**config.mk**
```make
export PLATFORM = sky130hd
export DESIGN_NAME = tei_queue
export DESIGN_NICKNAME = d
export VERILOG_FILES = /design/src/rtl/tei_pkg.sv /design/src/rtl/tei_queue.sv
export SDC_FILE = /design/constraint.sdc
export NUM_CORES = 1
export LEC_CHECK = 0
export BUFFER_PORTS_ARGS = -buffer_cell sky130_fd_sc_hd__buf_2
export CAP_MARGIN = 0
export CORE_ASPECT_RATIO = 1.4
export CORE_UTILIZATION = 51
export DETAILED_ROUTE_END_ITERATION = 16
export PLACE_DENSITY = 0.72
export SETUP_SLACK_MARGIN = 0.3
export SLEW_MARGIN = 5
export SYNTH_ARGS = -nofsm -noshare
export SYNTH_HDL_FRONTEND = slang
export SYNTH_SLANG_ARGS = --single-unit
```
**constraint.sdc**
```tcl
create_clock -name clk -period 4.8 [get_ports clk]
set_clock_uncertainty 0.05 [all_clocks]
set_input_delay 0.48 -clock clk [delete_from_list [all_inputs] [get_ports clk]]
set_output_delay 0.48 -clock clk [all_outputs]
set_load 0.005 [all_outputs]
```
**src/rtl/tei_pkg.sv**
```systemverilog
// ----------------------------------------------------------------------------
// tei_pkg
// Shared widths, types and constants for the triangle edge crossing block.
// ----------------------------------------------------------------------------
package tei_pkg;

	localparam int COORD_W = 16;
	localparam int NVERT   = 3;
	localparam int NPAIR   = NVERT * NVERT;
	localparam int EDGE_W  = 2;

	// Edge direction and offset vectors, their products and cross products.
	localparam int DIFF_W  = COORD_W + 1;
	localparam int PROD_W  = 2 * DIFF_W;
	localparam int CROSS_W = PROD_W + 1;

	// Split of a cross product for the point multiply.
	localparam int LO_W    = (CROSS_W + 1) / 2;
	localparam int HI_W    = CROSS_W - LO_W;
	localparam int PPL_W   = DIFF_W + LO_W + 1;
	localparam int PPH_W   = DIFF_W + HI_W + 1;
	localparam int SL_W    = PPL_W + 1;
	localparam int SH_W    = PPH_W + 1;
	localparam int NUM_W   = SH_W + LO_W;
	localparam int MAG_W   = NUM_W - 1;
	localparam int Q_W     = COORD_W + 1;

	// Queue between front and back.
	localparam int QPTR_W  = 2;
	localparam int QDEPTH  = 2 ** QPTR_W;

	// Vertex that ends edge i.
	localparam int NEXT_V [NVERT] = '{1, 2, 0};

	typedef logic signed [COORD_W-1:0] coord_t;
	typedef logic signed [DIFF_W-1:0]  diff_t;
	typedef logic signed [PROD_W-1:0]  prod_t;
	typedef logic signed [CROSS_W-1:0] cross_t;
	typedef logic [EDGE_W-1:0]         edge_t;

	// One classified pair: the winning edge pair and what the back needs.
	typedef struct packed {
		logic   hit;
		edge_t  edge_a;
		edge_t  edge_b;
		coord_t px;
		coord_t py;
		diff_t  dx;
		diff_t  dy;
		cross_t den;
		cross_t tn;
	} qitem_t;

endpackage

```
**src/rtl/tei_queue.sv**
```systemverilog
// ----------------------------------------------------------------------------
// tei_queue
// Small FIFO that decouples the classifier from the point calculation.
// ----------------------------------------------------------------------------
module tei_queue (
	input  logic            clk,
	input  logic            arst_n,
	input  tei_pkg::qitem_t push_item,
	input  logic            push_valid,
	output logic            push_ready,
	output tei_pkg::qitem_t pop_item,
	output logic            pop_valid,
	input  logic            pop_ready
);
	import tei_pkg::*;

	qitem_t              mem_q [QDEPTH];
	logic [QPTR_W-1:0]   wr_ptr_q;
	logic [QPTR_W-1:0]   rd_ptr_q;
	logic [QPTR_W:0]     count_q;
	logic                push;
	logic                pop;

	assign push_ready = count_q != (QPTR_W+1)'(QDEPTH);
	assign pop_valid  = count_q != '0;
	assign push       = push_valid && push_ready;
	assign pop        = pop_valid && pop_ready;
	assign pop_item   = mem_q[rd_ptr_q];

	always_ff @(posedge clk or negedge arst_n) begin
		if (!arst_n) begin
			wr_ptr_q <= '0;
			rd_ptr_q <= '0;
			count_q  <= '0;
		end else begin
			if (push) begin
				wr_ptr_q <= wr_ptr_q + 1'b1;
			end
			if (pop) begin
				rd_ptr_q <= rd_ptr_q + 1'b1;
			end
			if (push && !pop) begin
				count_q <= count_q + 1'b1;
			end else if (pop && !push) begin
				count_q <= count_q - 1'b1;
			end
		end
	end

	always_ff @(posedge clk) begin
		if (push) begin
			mem_q[wr_ptr_q] <= push_item;
		end
	end

endmodule

```
==> flow_summary.ini <==
[placement]
place.detailed.instances = 1580
dp_hpwl_um = 23500
gp_congestion = 0.709
placement.setup.worst_slack_ns = 1.94
place.port_buffers = 287

[grt]
pin_count_of_the_biggest_net_entering_global_routing = 77
first_global_vias = 9765
grt_pass1_wl_um = 56600
number_of_antenna_violations_at_the_first_check_in_global_routing = 6
global_route.overflow_total = 0
globalRouteTotalUtil = 0.188

[critical_path]
startpoint_type = flip-flop
cp.arrival_ns = 2.80
critPathCaptureType = output port
required_ns = 4.27
timing_worst_setup_path_type = flip-flop to output port
worstPathMaxFanout = 43

[power]
pwr_density_cell_nw_per_um2 = 609
irDropWorstVdd_mv = 0.509
total_power_mw = 15.0
leakage_power_total_nw = 8.33

[route]
routed_wirelength_um = 38500
met2WireLength_um = 20800
postRouteAntennaNets = 0
met3_wirelength_um = 2430
via_per_inst = 5.47
detail_route.first_pass.iterations = 5
route.vias.total = 9176
dr.max_layer_used = met5
met1Wirelength_um = 14200
wire_per_inst_um = 22.9
drt_iter0_markers = 460
remaining_drc_errors = 0

[die]
die_area_um2 = 41500
die_y_um = 241
ios = 288
die_width_um = 172
placeableCoreArea_um2 = 40200
num_rows = 87
effective_utilization_at_floorplan = 0.516

[clock_tree]
cts.htree.levels = 2
tritoncts_num_sinks = 571
longest_clk_path_bufs = 3
cts.clk_slew.worst_paths_ns = 0.06
worstSkewPairLatency_ns = 0.55
ctsRootBufferMaster = sky130_fd_sc_hd__clkbuf_16
cts_tree = built
cts_setup_buffers = 0
cts_buffers = 52

[layout]
layout.nets = 1252
drive_gt1_frac = 0.468
multi_input_gate_area_um2 = 3410
area_growth_pct = 18.5
layoutNonFillerInstCount = 1679
total_of_fill_cells_in_the_finished_design = 2750
commonest_cells_after_routing_fill_and_taps_aside = sky130_fd_sc_hd__edfxtp_1 (564), sky130_fd_sc_hd__buf_2 (287), sky130_fd_sc_hd__mux4_2 (141), sky130_fd_sc_hd__clkbuf_16 (53), sky130_fd_sc_hd__buf_4 (13)
area.sequential_um2 = 17100
layout.cells.most_common = sky130_fd_sc_hd__edfxtp_1

[sta]
least_margin_pin_slew_ns = 0.910
max-slew-margin-rel = 0.393
finalMaxSlewViolations = 0
final_min_period_over_clock_period = 0.694
max_clock_freq_mhz = 300
final-hold-violation-count = 0
timing.setup.tns_ns = 0
finalHoldWorstSlack_ns = 0.0804
finalCriticalPeriod_ns = 3.33
layout_setup_ws_ns = 1.47
rsz0062_at_grt = false
report.final.setup_viol = 0

[yosys]
synth.mux.area_fraction = 0.154
synth_top_family_by_area = multiplexers
ys_seq_area_frac = 0.825
yosysWarningCount = 0
ys_seq_elements = 571
post_synthesis_compound_gate_area_fraction = 0.000543
post_synth_instance_area_um2 = 20700
syn_nets = 923
netlist_instances = 772
number_of_unique_standard_cell_types_used_by_synthesis = 19
synthXorXnorAreaFrac = 0.00253
synthSimpleGateAreaFrac = 0.00247
synth_fa_ha_area_frac = 0.00398
post_synth.cell_area_avg_um2 = 26.9

[hold_path]
timing.hold.worst.class = input port to flip-flop

[flow_run]
max_cap_viol_count = 0

[status]
status = finished, final reports clean
-- timing repair --
item / CTS / global route
hold endpoints to repair: 7 / 0
resized for setup: 0 / 0
hold buffers: 1 / 0
-- cells in the mapped netlist (all sizes together) --
master  count  area (um^2)
edfxtp    564        16900
mux4      141         3180
buf        27          194
dfrtp       7          175
clkbuf      5         18.8
ha          5         62.6
and2        4         25.0
xnor2       4         35.0
inv         3         11.3
mux2        2         22.5
nand2       2         7.51
nor2        2         7.51
xor2        2         17.5
a21boi      1         11.3
fa          1         20.0
nand3       1         5.00
or3         1         6.26
-- per-stage QoR --
stage / area, um^2 / utilization
after floorplan: 20700 / -
after global placement: 22900 / 0.569
after detailed placement: 22900 / 0.569
after CTS: 24600 / 0.612
after global routing: 24600 / 0.612
final: 24600 / 0.612
-- where the power goes --
part	internal, mW	switching, mW
Clock	2.35	1.71
Combinational	1.97	1.98
Sequential	6.58	0.361
Total	10.9	4.05
-- cell families (layout without fill, tap and decap cells) --
family,after synthesis,in the layout
DFF,571,571
muxes,143,143
buffers and inverters,35,405
and+or+nand+nor,10,10
adders and majority gates,6,6
xor gates and xnor gates,6,6
AOI/OAI and AO/OA,1,1
other,0,3
-- registers in the layout, indices dropped and copies added (netlist names) --
register	cells
count_q	3
rd_ptr_q	2
wr_ptr_q	2
mem_q	564
-- critical path: stages (launching register included) --
cell and delay [ns]:
sky130_fd_sc_hd__dfrtp_4 1.01, sky130_fd_sc_hd__buf_4 0.47, sky130_fd_sc_hd__mux4_2 0.57, sky130_fd_sc_hd__buf_2 0.14
-- layer usage --
metal  vias to the layer above  GRT usage
met5                         -          0
met4                         8     0.0660
met3                        69     0.0479
met2                       229      0.331
met1                      4852      0.221
li1                       4018          -
-- path summary, 6_finish.rpt --
path	slack [ns]	end	depth (start not counted)	start
min reg2reg	0.48	count_q[2]	1	count_q[2]
max	1.47	pop_item[3]	3	rd_ptr_q[0]
max reg2reg	2.24	mem_q[0][83]	4	count_q[0]
min in group asynchronous	0.26	count_q[1]	2	arst_n
max in group asynchronous	4.25	rd_ptr_q[1]	2	arst_n
min	0.08	mem_q[1][67]	1	push_item[67]
-- final cells by class --
type	count	share of cell area
timing repair buffer	307	0.0677
clock inverter	33	0.0137
tap	534	0.0272
clock buffer	62	0.0553
inverter	3	0.000458
multi-input combinational	166	0.139
antenna	3	0.000305
sequential	571	0.697
Note: power is estimated with default switching activity, not from simulation.
